[config.mk]
export PLATFORM = sky130hd
export DESIGN_NAME = port_link_bringup_fsm_core
export DESIGN_NICKNAME = d
export VERILOG_FILES = /design/src/design/plb_pkg.sv /design/src/design/plb_seq.sv /design/src/design/port_link_bringup_fsm_core.sv
export SDC_FILE = /design/constraint.sdc
export NUM_CORES = 1
export LEC_CHECK = 0
export ABC_AREA = 1
export BUFFER_PORTS_ARGS = -buffer_cell sky130_fd_sc_hd__buf_2
export CORE_UTILIZATION = 54
export DETAILED_ROUTE_END_ITERATION = 10
export GPL_TIMING_DRIVEN = 1
export PLACE_DENSITY = 0.83
export SLEW_MARGIN = 10
export SYNTH_ARGS = -nofsm -noshare
export SYNTH_HDL_FRONTEND = slang
export SYNTH_SLANG_ARGS = --single-unit
[constraint.sdc]
create_clock -name clk -period 2.02 [get_ports clk]
set_input_delay 0 -clock clk [delete_from_list [all_inputs] [get_ports clk]]
set_output_delay 0 -clock clk [all_outputs]
set_load 0.05 [all_outputs]
[src/design/plb_pkg.sv]
// shared types and codes for the port link bring-up sequencer
package plb_pkg;

    // event kinds carried in func
    typedef enum logic [1:0] {
        FUNC_ENABLE  = 2'd0,
        FUNC_DISABLE = 2'd1,
        FUNC_RETRY   = 2'd2
    } plb_func_t;

    // sequencer states, also the link_state result code
    typedef enum logic [2:0] {
        LS_DISABLED    = 3'd0,
        LS_ENABLED     = 3'd1,
        LS_SERDES_CFG  = 3'd2,
        LS_WAIT_READY  = 3'd3,
        LS_MAC_CFG     = 3'd4,
        LS_SIG_DETECT  = 3'd5,
        LS_WAIT_FAULTS = 3'd6,
        LS_UP          = 3'd7
    } plb_link_state_t;

    // retry timer request codes
    typedef enum logic [1:0] {
        TMR_NONE   = 2'd0,
        TMR_START  = 2'd1,
        TMR_CANCEL = 2'd2
    } plb_timer_t;

    localparam int LANE_BITS = 4;
    localparam int LANE_CNT_W = 3;

    // input item
    typedef struct packed {
        plb_func_t              func;
        logic [LANE_BITS-1:0]   serdes_ready_lanes;
        logic [LANE_BITS-1:0]   signal_detect_lanes;
        logic                   mac_fault;
    } plb_in_t;

    // result item
    typedef struct packed {
        plb_link_state_t link_state;
        logic            oper_up;
        plb_timer_t      retry_timer;
        logic            serdes_cfg_strobe;
        logic            serdes_txrx_enable;
        logic            serdes_drv_en;
        logic            mac_cfg_strobe;
        logic            mac_run_en;
        logic            mac_sw_rst;
        logic            mac_cnt_rst;
        logic            mac_irq_en;
        logic            mac_intr_clear_strobe;
    } plb_out_t;

    // MAC and SerDes control levels
    typedef struct packed {
        logic txrx_en;
        logic serdes_out_en;
        logic mac_en;
        logic soft_rst;
        logic stats_rst;
        logic intr_en;
    } plb_levels_t;

    // sequencer state kept between items
    typedef struct packed {
        plb_link_state_t seq;
        logic            admin;
        logic            oper;
        plb_levels_t     levels;
    } plb_state_t;

endpackage

[src/design/plb_seq.sv]
// one-event fall-through of the bring-up sequence: next state and result item
module plb_seq #(
    parameter int MAX_LANES = 4
) (
    input  plb_pkg::plb_in_t                  item,
    input  logic [plb_pkg::LANE_CNT_W-1:0]    lane_count,
    input  plb_pkg::plb_state_t               state,
    output plb_pkg::plb_state_t               state_next,
    output plb_pkg::plb_out_t                 result
);

    localparam int EXT_W = MAX_LANES + plb_pkg::LANE_BITS;

    // true when at least one lane is active and every active lane reports its status bit
    function automatic logic lanes_ok(
        input logic [plb_pkg::LANE_BITS-1:0]  bits,
        input logic [plb_pkg::LANE_CNT_W-1:0] cnt
    );
        logic [EXT_W-1:0] ext;
        logic [3:0]       n_eff;
        logic             ok;
        ext = {{MAX_LANES{1'b0}}, bits};
        if ({1'b0, cnt} > 4'(MAX_LANES))
            n_eff = 4'(MAX_LANES);
        else
            n_eff = {1'b0, cnt};
        ok = (n_eff != 4'd0);
        for (int i = 0; i < MAX_LANES; i++)
        begin
            if (4'(i) < n_eff)
                ok = ok & ext[i];
        end
        return ok;
    endfunction

    logic                     run;
    plb_pkg::plb_link_state_t start;
    logic                     rdy_ok;
    logic                     sig_ok;
    logic                     r_dis;
    logic                     r1, r2, r3, r4, r5, r6, r7;
    logic                     wait_fail;

    // event decode and reach chain through the steps
    always_comb
    begin
        run   = 1'b0;
        start = state.seq;
        case (item.func)
            plb_pkg::FUNC_ENABLE:
            begin
                if (!state.admin)
                begin
                    run   = 1'b1;
                    start = plb_pkg::LS_ENABLED;
                end
            end
            plb_pkg::FUNC_DISABLE:
            begin
                if (state.admin)
                begin
                    run   = 1'b1;
                    start = plb_pkg::LS_DISABLED;
                end
            end
            plb_pkg::FUNC_RETRY:
            begin
                run = 1'b1;
            end
            default:
            begin
                run = 1'b0;
            end
        endcase

        rdy_ok = lanes_ok(item.serdes_ready_lanes, lane_count);
        sig_ok = lanes_ok(item.signal_detect_lanes, lane_count);

        r_dis = run && (start == plb_pkg::LS_DISABLED);
        r1 = run && (start == plb_pkg::LS_ENABLED);
        r2 = (run && (start == plb_pkg::LS_SERDES_CFG)) || r1;
        r3 = (run && (start == plb_pkg::LS_WAIT_READY)) || r2;
        r4 = (run && (start == plb_pkg::LS_MAC_CFG)) || (r3 && rdy_ok);
        r5 = (run && (start == plb_pkg::LS_SIG_DETECT)) || r4;
        r6 = (run && (start == plb_pkg::LS_WAIT_FAULTS)) || (r5 && sig_ok);
        r7 = (run && (start == plb_pkg::LS_UP)) || (r6 && !item.mac_fault);

        wait_fail = (r3 && !r4) || (r5 && !r6) || (r6 && !r7);
    end

    // next state
    always_comb
    begin
        state_next = state;

        if (item.func == plb_pkg::FUNC_ENABLE)
            state_next.admin = 1'b1;
        else if (item.func == plb_pkg::FUNC_DISABLE)
            state_next.admin = 1'b0;

        if (r_dis)
        begin
            state_next.seq                  = plb_pkg::LS_DISABLED;
            state_next.oper                 = 1'b0;
            state_next.levels.intr_en       = 1'b0;
            state_next.levels.serdes_out_en = 1'b0;
            state_next.levels.soft_rst      = 1'b1;
            state_next.levels.mac_en        = 1'b0;
            state_next.levels.stats_rst     = 1'b1;
        end
        else if (run)
        begin
            if (r2)
                state_next.levels.txrx_en = 1'b1;
            if (r4)
            begin
                state_next.levels.stats_rst     = 1'b0;
                state_next.levels.mac_en        = 1'b1;
                state_next.levels.soft_rst      = 1'b0;
                state_next.levels.serdes_out_en = 1'b1;
            end
            if (r7)
            begin
                state_next.levels.intr_en = 1'b1;
                state_next.oper           = 1'b1;
                state_next.seq            = plb_pkg::LS_UP;
            end
            else if (r6)
                state_next.seq = plb_pkg::LS_WAIT_FAULTS;
            else if (r5)
                state_next.seq = plb_pkg::LS_SIG_DETECT;
            else if (r3)
                state_next.seq = plb_pkg::LS_WAIT_READY;
        end
    end

    // result item
    always_comb
    begin
        result.link_state            = state_next.seq;
        result.oper_up               = state_next.oper;
        result.serdes_cfg_strobe     = r2;
        result.serdes_txrx_enable    = state_next.levels.txrx_en;
        result.serdes_drv_en         = state_next.levels.serdes_out_en;
        result.mac_cfg_strobe        = r4;
        result.mac_run_en            = state_next.levels.mac_en;
        result.mac_sw_rst            = state_next.levels.soft_rst;
        result.mac_cnt_rst           = state_next.levels.stats_rst;
        result.mac_irq_en            = state_next.levels.intr_en;
        result.mac_intr_clear_strobe = r_dis;
        if (r_dis)
            result.retry_timer = plb_pkg::TMR_CANCEL;
        else if (wait_fail)
            result.retry_timer = plb_pkg::TMR_START;
        else
            result.retry_timer = plb_pkg::TMR_NONE;
    end

endmodule

[src/design/port_link_bringup_fsm_core.sv]
// link bring-up sequencer for one multi-lane port: item registers and state
// the item waits in the input item register; its result is registered into the output item register
// throughput: one item per cycle while the output is not stalled; the whole step sequence resolves in the
// single combinational pass between the input and result registers
// reset: state disabled, admin and oper down, MAC and stats in reset,
// other levels off, lane_count 1, both item registers empty
module port_link_bringup_fsm_core #(
    parameter int MAX_LANES = 4
) (
    input  logic                               clk,
    input  logic                               rst_n,
    input  logic                               in_valid,
    output logic                               in_stall,
    input  plb_pkg::plb_in_t                   in_item,
    output logic                               out_valid,
    input  logic                               out_stall,
    output plb_pkg::plb_out_t                  out_item,
    input  logic                               cfg_we,
    input  logic [plb_pkg::LANE_CNT_W-1:0]     cfg_wdata
);

    logic                               in_hold_reg;
    logic                               in_hold_next;
    plb_pkg::plb_in_t                   in_item_reg;
    logic                               out_valid_reg;
    logic                               out_valid_next;
    plb_pkg::plb_out_t                  out_item_reg;
    logic [plb_pkg::LANE_CNT_W-1:0]     lane_count_reg;
    plb_pkg::plb_state_t                state_reg;
    plb_pkg::plb_state_t                state_next;
    plb_pkg::plb_out_t                  result;
    logic                               advance;
    logic                               in_take;
    logic                               fire;

    // handshake control
    assign advance        = !out_valid_reg || !out_stall;
    assign in_stall       = in_hold_reg && !advance;
    assign in_take        = in_valid && !in_stall;
    assign fire           = in_hold_reg && advance;
    assign in_hold_next   = in_take || (in_hold_reg && !advance);
    assign out_valid_next = fire || (out_valid_reg && out_stall);

    // step logic
    plb_seq #(
        .MAX_LANES (MAX_LANES)
    ) u_seq (
        .item       (in_item_reg),
        .lane_count (lane_count_reg),
        .state      (state_reg),
        .state_next (state_next),
        .result     (result)
    );

    // control and sequencer state
    always_ff @(posedge clk or negedge rst_n)
    begin
        if (!rst_n)
        begin
            in_hold_reg                    <= 1'b0;
            out_valid_reg                  <= 1'b0;
            lane_count_reg                 <= plb_pkg::LANE_CNT_W'(1);
            state_reg.seq                  <= plb_pkg::LS_DISABLED;
            state_reg.admin                <= 1'b0;
            state_reg.oper                 <= 1'b0;
            state_reg.levels.txrx_en       <= 1'b0;
            state_reg.levels.serdes_out_en <= 1'b0;
            state_reg.levels.mac_en        <= 1'b0;
            state_reg.levels.soft_rst      <= 1'b1;
            state_reg.levels.stats_rst     <= 1'b1;
            state_reg.levels.intr_en       <= 1'b0;
        end
        else
        begin
            in_hold_reg   <= in_hold_next;
            out_valid_reg <= out_valid_next;
            if (cfg_we)
                lane_count_reg <= cfg_wdata;
            if (fire)
                state_reg <= state_next;
        end
    end

    // item payload registers
    always_ff @(posedge clk)
    begin
        if (in_take)
            in_item_reg <= in_item;
        if (fire)
            out_item_reg <= result;
    end

    assign out_valid = out_valid_reg;
    assign out_item  = out_item_reg;

endmodule

---- Yosys cells after proc, flatten, opt, wreduce, memory -nomap -nowiden ----
Cells that the tools add are included.
W data, S select, Z words.
cells by class
  order comparisons ....................... 5
  eq/ne operators ......................... 9
  muxes and demuxes ....................... 32
  bitwise operators ....................... 8
  reductions and logical operators ........ 42
operators by type and width
  kind                  count
  $mux W3               9
  $logic_and A1 B1 Y1   18
  $mux W1               18
  $eq A3 B3 Y1 const B  4
  $logic_or A1 B1 Y1    11
  $and A1 B1 Y1         8
  $logic_not A1 Y1      8
  $mux W7               1
  $eq A3 B2 Y1 const B  2
  $lt A1 B3 Y1 const A  2
  $lt A2 B3 Y1 const A  2
  $pmux W3 S2           1
  $mux W5               1
  $mux W4               1
  $reduce_bool A4 Y1    1
  $eq A3 B1 Y1 const B  1
  $gt A3 B3 Y1 const B  1
  $logic_not A3 Y1      1
  $pmux W1 S3           1
  $eq A2 B1 Y1 const B  1
  $eq A2 B2 Y1 const B  1
  $logic_not A2 Y1      1
  $reduce_and A2 Y1     1
  $reduce_bool A2 Y1    1
storage, ports and cells
  register bits ........................... 42
  bits of input ports ..................... 19
  output and inout bits ................... 17
  word-level logic and storage cells ...... 124

---- Depth between registers and ports, before layout ----
  word-level depth ........................ 22
  mapped depth ............................ 15
  gate-level depth less buffers ........... 15

---- By module ----
From an unflattened synthesis, not the netlist that was laid out.
unflattened totals
  cells, all modules ...................... 202
  area total of the unflattened synthesis .. 2014.4 um^2
by module, submodules not included
  module                      times used  cells each  area each (um^2)  seq. area each (um^2)
  port_link_bringup_fsm_core  1           97          1433.9            1184.9
  plb_seq                     1           105         580.6             0.0

---- Worst setup path after synthesis ----
Ideal clock, no wire load.
  path type ............................... register to register
  start point ............................. register out_valid_reg (netlist: out_valid)
  end point ............................... register in_hold_reg
  library setup time ...................... 0.067 ns
  arrival ................................. 1.689 ns
  data required time ...................... 1.953 ns
  slack ................................... 0.264 ns
  stages on the path, launching flop included .. 4
  path buffers ............................ 0
  clock period less this slack ............ 1.756 ns
  cell sequence ........................... dfrtp_1 > nand2_1 > nor2_1 > or2_2
on the way
  longest elaborated chain between the ends .. 7
ends and longest elaborated chain
  item                    RTL line                          text
  start, declared         port_link_bringup_fsm_core.sv:25  logic out_valid_reg;
  start signal, assigned  port_link_bringup_fsm_core.sv:76  out_valid_reg <= out_valid_next;
  $logic_not A1 Y1 *      port_link_bringup_fsm_core.sv:37  assign advance = !out_valid_reg || !out_stall;
  $logic_or A1 B1 Y1 *    port_link_bringup_fsm_core.sv:37
  $logic_not A1 Y1 *      port_link_bringup_fsm_core.sv:38  assign in_stall = in_hold_reg && !advance;
  $logic_and A1 B1 Y1 *   port_link_bringup_fsm_core.sv:38
  via in_stall            port_link_bringup_fsm_core.sv:13  output logic in_stall,
  $logic_not A1 Y1        port_link_bringup_fsm_core.sv:39  assign in_take = in_valid && !in_stall;
  $logic_and A1 B1 Y1     port_link_bringup_fsm_core.sv:39
  $logic_or A1 B1 Y1 *    port_link_bringup_fsm_core.sv:41  assign in_hold_next = in_take || (in_hold_reg && !advance);
  via in_hold_next        port_link_bringup_fsm_core.sv:23  logic in_hold_next;
  end signal, assigned    port_link_bringup_fsm_core.sv:75  in_hold_reg <= in_hold_next;
  end, declared           port_link_bringup_fsm_core.sv:22  logic in_hold_reg;
Mark *: on every way through the listed nets, which the timed path passes. The rest lies on a longest branch.
A chain may end at the register's enable or synchronous reset.

==> results <==
- Setup violations remaining at the end of the flow were counted as 0.
- TritonCTS built the clock tree.
- The clock edge transition at the registers on the reported setup and hold paths is 0.12 ns.
- The total number of vias is 1359.
- Entering global routing, the biggest net connects 17 pins.
- The number of max-slew violations in the final report was 0.
- Clock tree synthesis selected as its root buffer the cell sky130_fd_sc_hd__clkbuf_4.
- The data arrival time of the critical path is 1.98 ns.
- The post-route clock period utilization is 0.924.
- The count of nets left with antenna violations after detail routing is 0.
- The library cell with the largest summed area after synthesis is sky130_fd_sc_hd__edfxtp_1.
- Leaving out fill and tap cells, the most frequent cells in the layout are sky130_fd_sc_hd__buf_2 (35), sky130_fd_sc_hd__nand2_1 (32), sky130_fd_sc_hd__edfxtp_1 (26).
- Synthesis inferred 42 register bits.
- When the netlist entered floorplanning its net count stood at 190.
- The warning count from the yosys run is 0.
- The mean post-synth cell area is 11.2 µm².
- The later-pin clock latency in the skew report is 0.34 ns.
- The first global-routing pass estimated 5.51 mm of wire.
- The number of global-route vias before repair was 1295.
- The proportion of synthesized flip-flops having asynchronous set or reset is 0.381.
- The count of inserted antenna diode cells is 0.
- For this design the static power due to leakage is 1.17 nW.
- The standard cell core area is 3360 µm².
- The power density of the placed cells is 1150 nW/µm².
- The run finished with clean final reports.
- The tree built by TritonCTS fans out to 42 sinks.
- The total of max-cap violations is 0.
- The library cell used most frequently in the layout, excluding fill and tap cells, is sky130_fd_sc_hd__buf_2.
- The total routing usage reported by global routing is 0.209.
- The final weighted congestion in routability-driven placement is 0.859.
- The number of levels the H-tree was split into is 2.
- The placed standard-cell area is 2160 µm².
- Ranked by total cell area, the synthesized netlist is headed by sky130_fd_sc_hd__edfxtp_1 (41%), sky130_fd_sc_hd__dfrtp_1 (17%), sky130_fd_sc_hd__nand2_1 (6.3%).
- The number of unique standard cell types used by synthesis is 32.
- The clock passes through at most 2 buffers.
- The worst setup path is of the reg -> reg kind.
- For this run, the share of the core covered by cells in the final layout is 0.726.
- In the routed design, unresolved DRC markers number 0.
- The via density per instance is 4.84.
- From synthesis to final layout, the design area changed by 27.4%.
- Counting the fill cells in the layout gives 237.
- Detailed placement finished with a half-perimeter wire length of 2.25 mm.
- The design area is 2440 µm².
- Of the cells placed in the final design, the portion with a size suffix greater than 1 is 0.336.
- STA classifies the critical path endpoint as a flop.
- The post-route setup TNS is 0 ns.
- The area of all sequential standard cells is 1180 µm².
- The total of cells resized after clock tree synthesis is 0.
- The share of synthesized area in the top cell type comes to 0.408.
- For this run, the leading register cell type out of synthesis is sky130_fd_sc_hd__edfxtp_1.
- The final-report hold violation count was 0.
- The floorplan step defined a die boundary enclosing 3790 µm².
- Measured along the x axis, the die boundary spans 61.6 µm.
- The CTS buffer count is 5.
- After synthesis the cells add up to 1920 µm².
- Setup repair after global routing left no endpoint under its margin.
- The achievable frequency is 536 MHz.
- The first routing iteration left 56 violations.
- The total overflow left after global routing is 0.
- After detailed routing, the total wire length is 3.50 mm.
- The relative slew slack is 0.736.
- In this run the worst path has a maximum fanout of 5.
- For this design the top-level I/O count stands at 36.
- The number of antenna violations at the first check in global routing is 0.
- The smallest clock period supported by the final layout is computed as 1.87 ns.
- For this run, the register share of the synthesized area comes to 0.619.
- The transition time at the pin with the least slew margin is 0.395 ns.
- The worst setup path is launched from a flop.
- The die span in y is 61.6 µm.
- The number of flip-flops under the largest register name is 15.
- The net count of the finished layout is 253.
- The post-synthesis instance total is 171.
- The number of I/O port buffers is 35.
- On the final layout, the worst hold slack is 0.0866 ns.
- The per-cell routed wire length is 12.5 µm.
- The number of rows in the core area is 21.
- STA puts the critical path data required time at 2.14 ns.
- The peak ir drop on the vdd network is 0.000458 V.
- The initial utilization of the core area, before any placement, comes to 0.570.
- The worst hold-check path type is in -> async.
- The multi-input combinational cells in the finished layout cover a total of 622 µm².
- The synthesized design contains 26 enable-type register cells.
- The cell count of the worst reg-to-reg path is 11.
- The number of detailed-route iterations in the first pass is 4.
- The final clock skew is 0.0135 ns.
## per-stage QoR
| stage | setup WS, ns | power [mW] | cells |
|---|---|---|---|
| 2_1_floorplan | 0.264 | 2.06 | 171 |
| 3_3_place_gp | 0.223 | 2.21 | 253 |
| 3_5_place_dp | 0.168 | 2.24 | 253 |
| 4_1_cts | 0.155 | 2.81 | 281 |
| 5_1_grt | 0.0331 | 2.96 | 281 |
| 6_report | 0.154 | 2.80 | 281 |
## kinds of logic (layout without fill, tap and decap cells)
kind of cell	count (synthesis)	in the layout	synth area share
and+or+nand+nor	74	74	0.231
DFF	42	42	0.619
AOI/OAI and AO/OA	27	27	0.0875
buffers and inverters	27	91	0.0568
muxes	1	1	0.00588
## area by class of cell
class,count,area share
clock buffer,7,0.0226
clock inverter,1,0.0123
inverter,25,0.0384
multi-input combinational,102,0.255
sequential,42,0.485
tap,46,0.0236
timing repair buffer,58,0.163
## synth_stat cells, types with 2 or more instances
master / instances
sky130_fd_sc_hd__inv_2: 5
sky130_fd_sc_hd__o21ai_0: 7
sky130_fd_sc_hd__inv_1: 19
sky130_fd_sc_hd__nand2_1: 32
sky130_fd_sc_hd__nand2_4: 8
sky130_fd_sc_hd__nand3_2: 4
sky130_fd_sc_hd__edfxtp_1: 26
sky130_fd_sc_hd__nand3_4: 2
sky130_fd_sc_hd__dfstp_2: 3
sky130_fd_sc_hd__nand2_2: 4
sky130_fd_sc_hd__dfrtp_1: 13
sky130_fd_sc_hd__a21oi_1: 3
sky130_fd_sc_hd__o21ai_1: 9
sky130_fd_sc_hd__nor2_1: 12
sky130_fd_sc_hd__o21ai_2: 2
sky130_fd_sc_hd__nand3_1: 6
## report_power, final
| group | leakage (nW) | internal, mW | switching, mW |
|---|---|---|---|
| Combinational | 0.686 | 0.305 | 0.705 |
| Clock | 0.0455 | 0.296 | 0.250 |
| Sequential | 0.442 | 1.15 | 0.0991 |
## repair_timing
action	CTS	global route
setup buffers	0	0
endpoints found under the hold margin	32	0
hold buffers	20	0
## per-layer routing
| metal | vias up | track usage | wire (µm) | share of wire |
|---|---|---|---|---|
| met5 | - | 0 | 0 | 0 |
| met4 | 0 | 0.0984 | 65 | 0.019 |
| met3 | 8 | 0.0483 | 146 | 0.042 |
| met2 | 41 | 0.379 | 1920 | 0.55 |
| met1 | 614 | 0.229 | 1370 | 0.39 |
| li1 | 696 | - | - | - |
## critical path, cell delays in order, from the launching register on
cell and delay (ns):
sky130_fd_sc_hd__edfxtp_1 0.45, sky130_fd_sc_hd__o21bai_1 0.22, sky130_fd_sc_hd__nand2_4 0.12, sky130_fd_sc_hd__nand2_4 0.07, sky130_fd_sc_hd__nand2_4 0.11, sky130_fd_sc_hd__inv_2 0.07
sky130_fd_sc_hd__nand2_4 0.08, sky130_fd_sc_hd__nand3_4 0.10, sky130_fd_sc_hd__a21boi_1 0.18, sky130_fd_sc_hd__o21ai_1 0.09, sky130_fd_sc_hd__nand2_1 0.10, sky130_fd_sc_hd__inv_1 0.04
## worst paths after layout
path / start / to / slack [ns]
setup / recovery: in_item_reg[9] / out_item[13] / 0.15
hold / removal: rst_n / state_reg[3] / 0.09
setup reg to reg: in_item_reg[9] / out_item[13] / 0.15
hold reg to reg: state_reg[5] / state_reg[5] / 0.49
max in group asynchronous: rst_n / state_reg[1] / 1.61
min in group clk: in_item[10] / in_item_reg[10] / 0.37
Note: power is estimated with default switching activity, not from simulation.
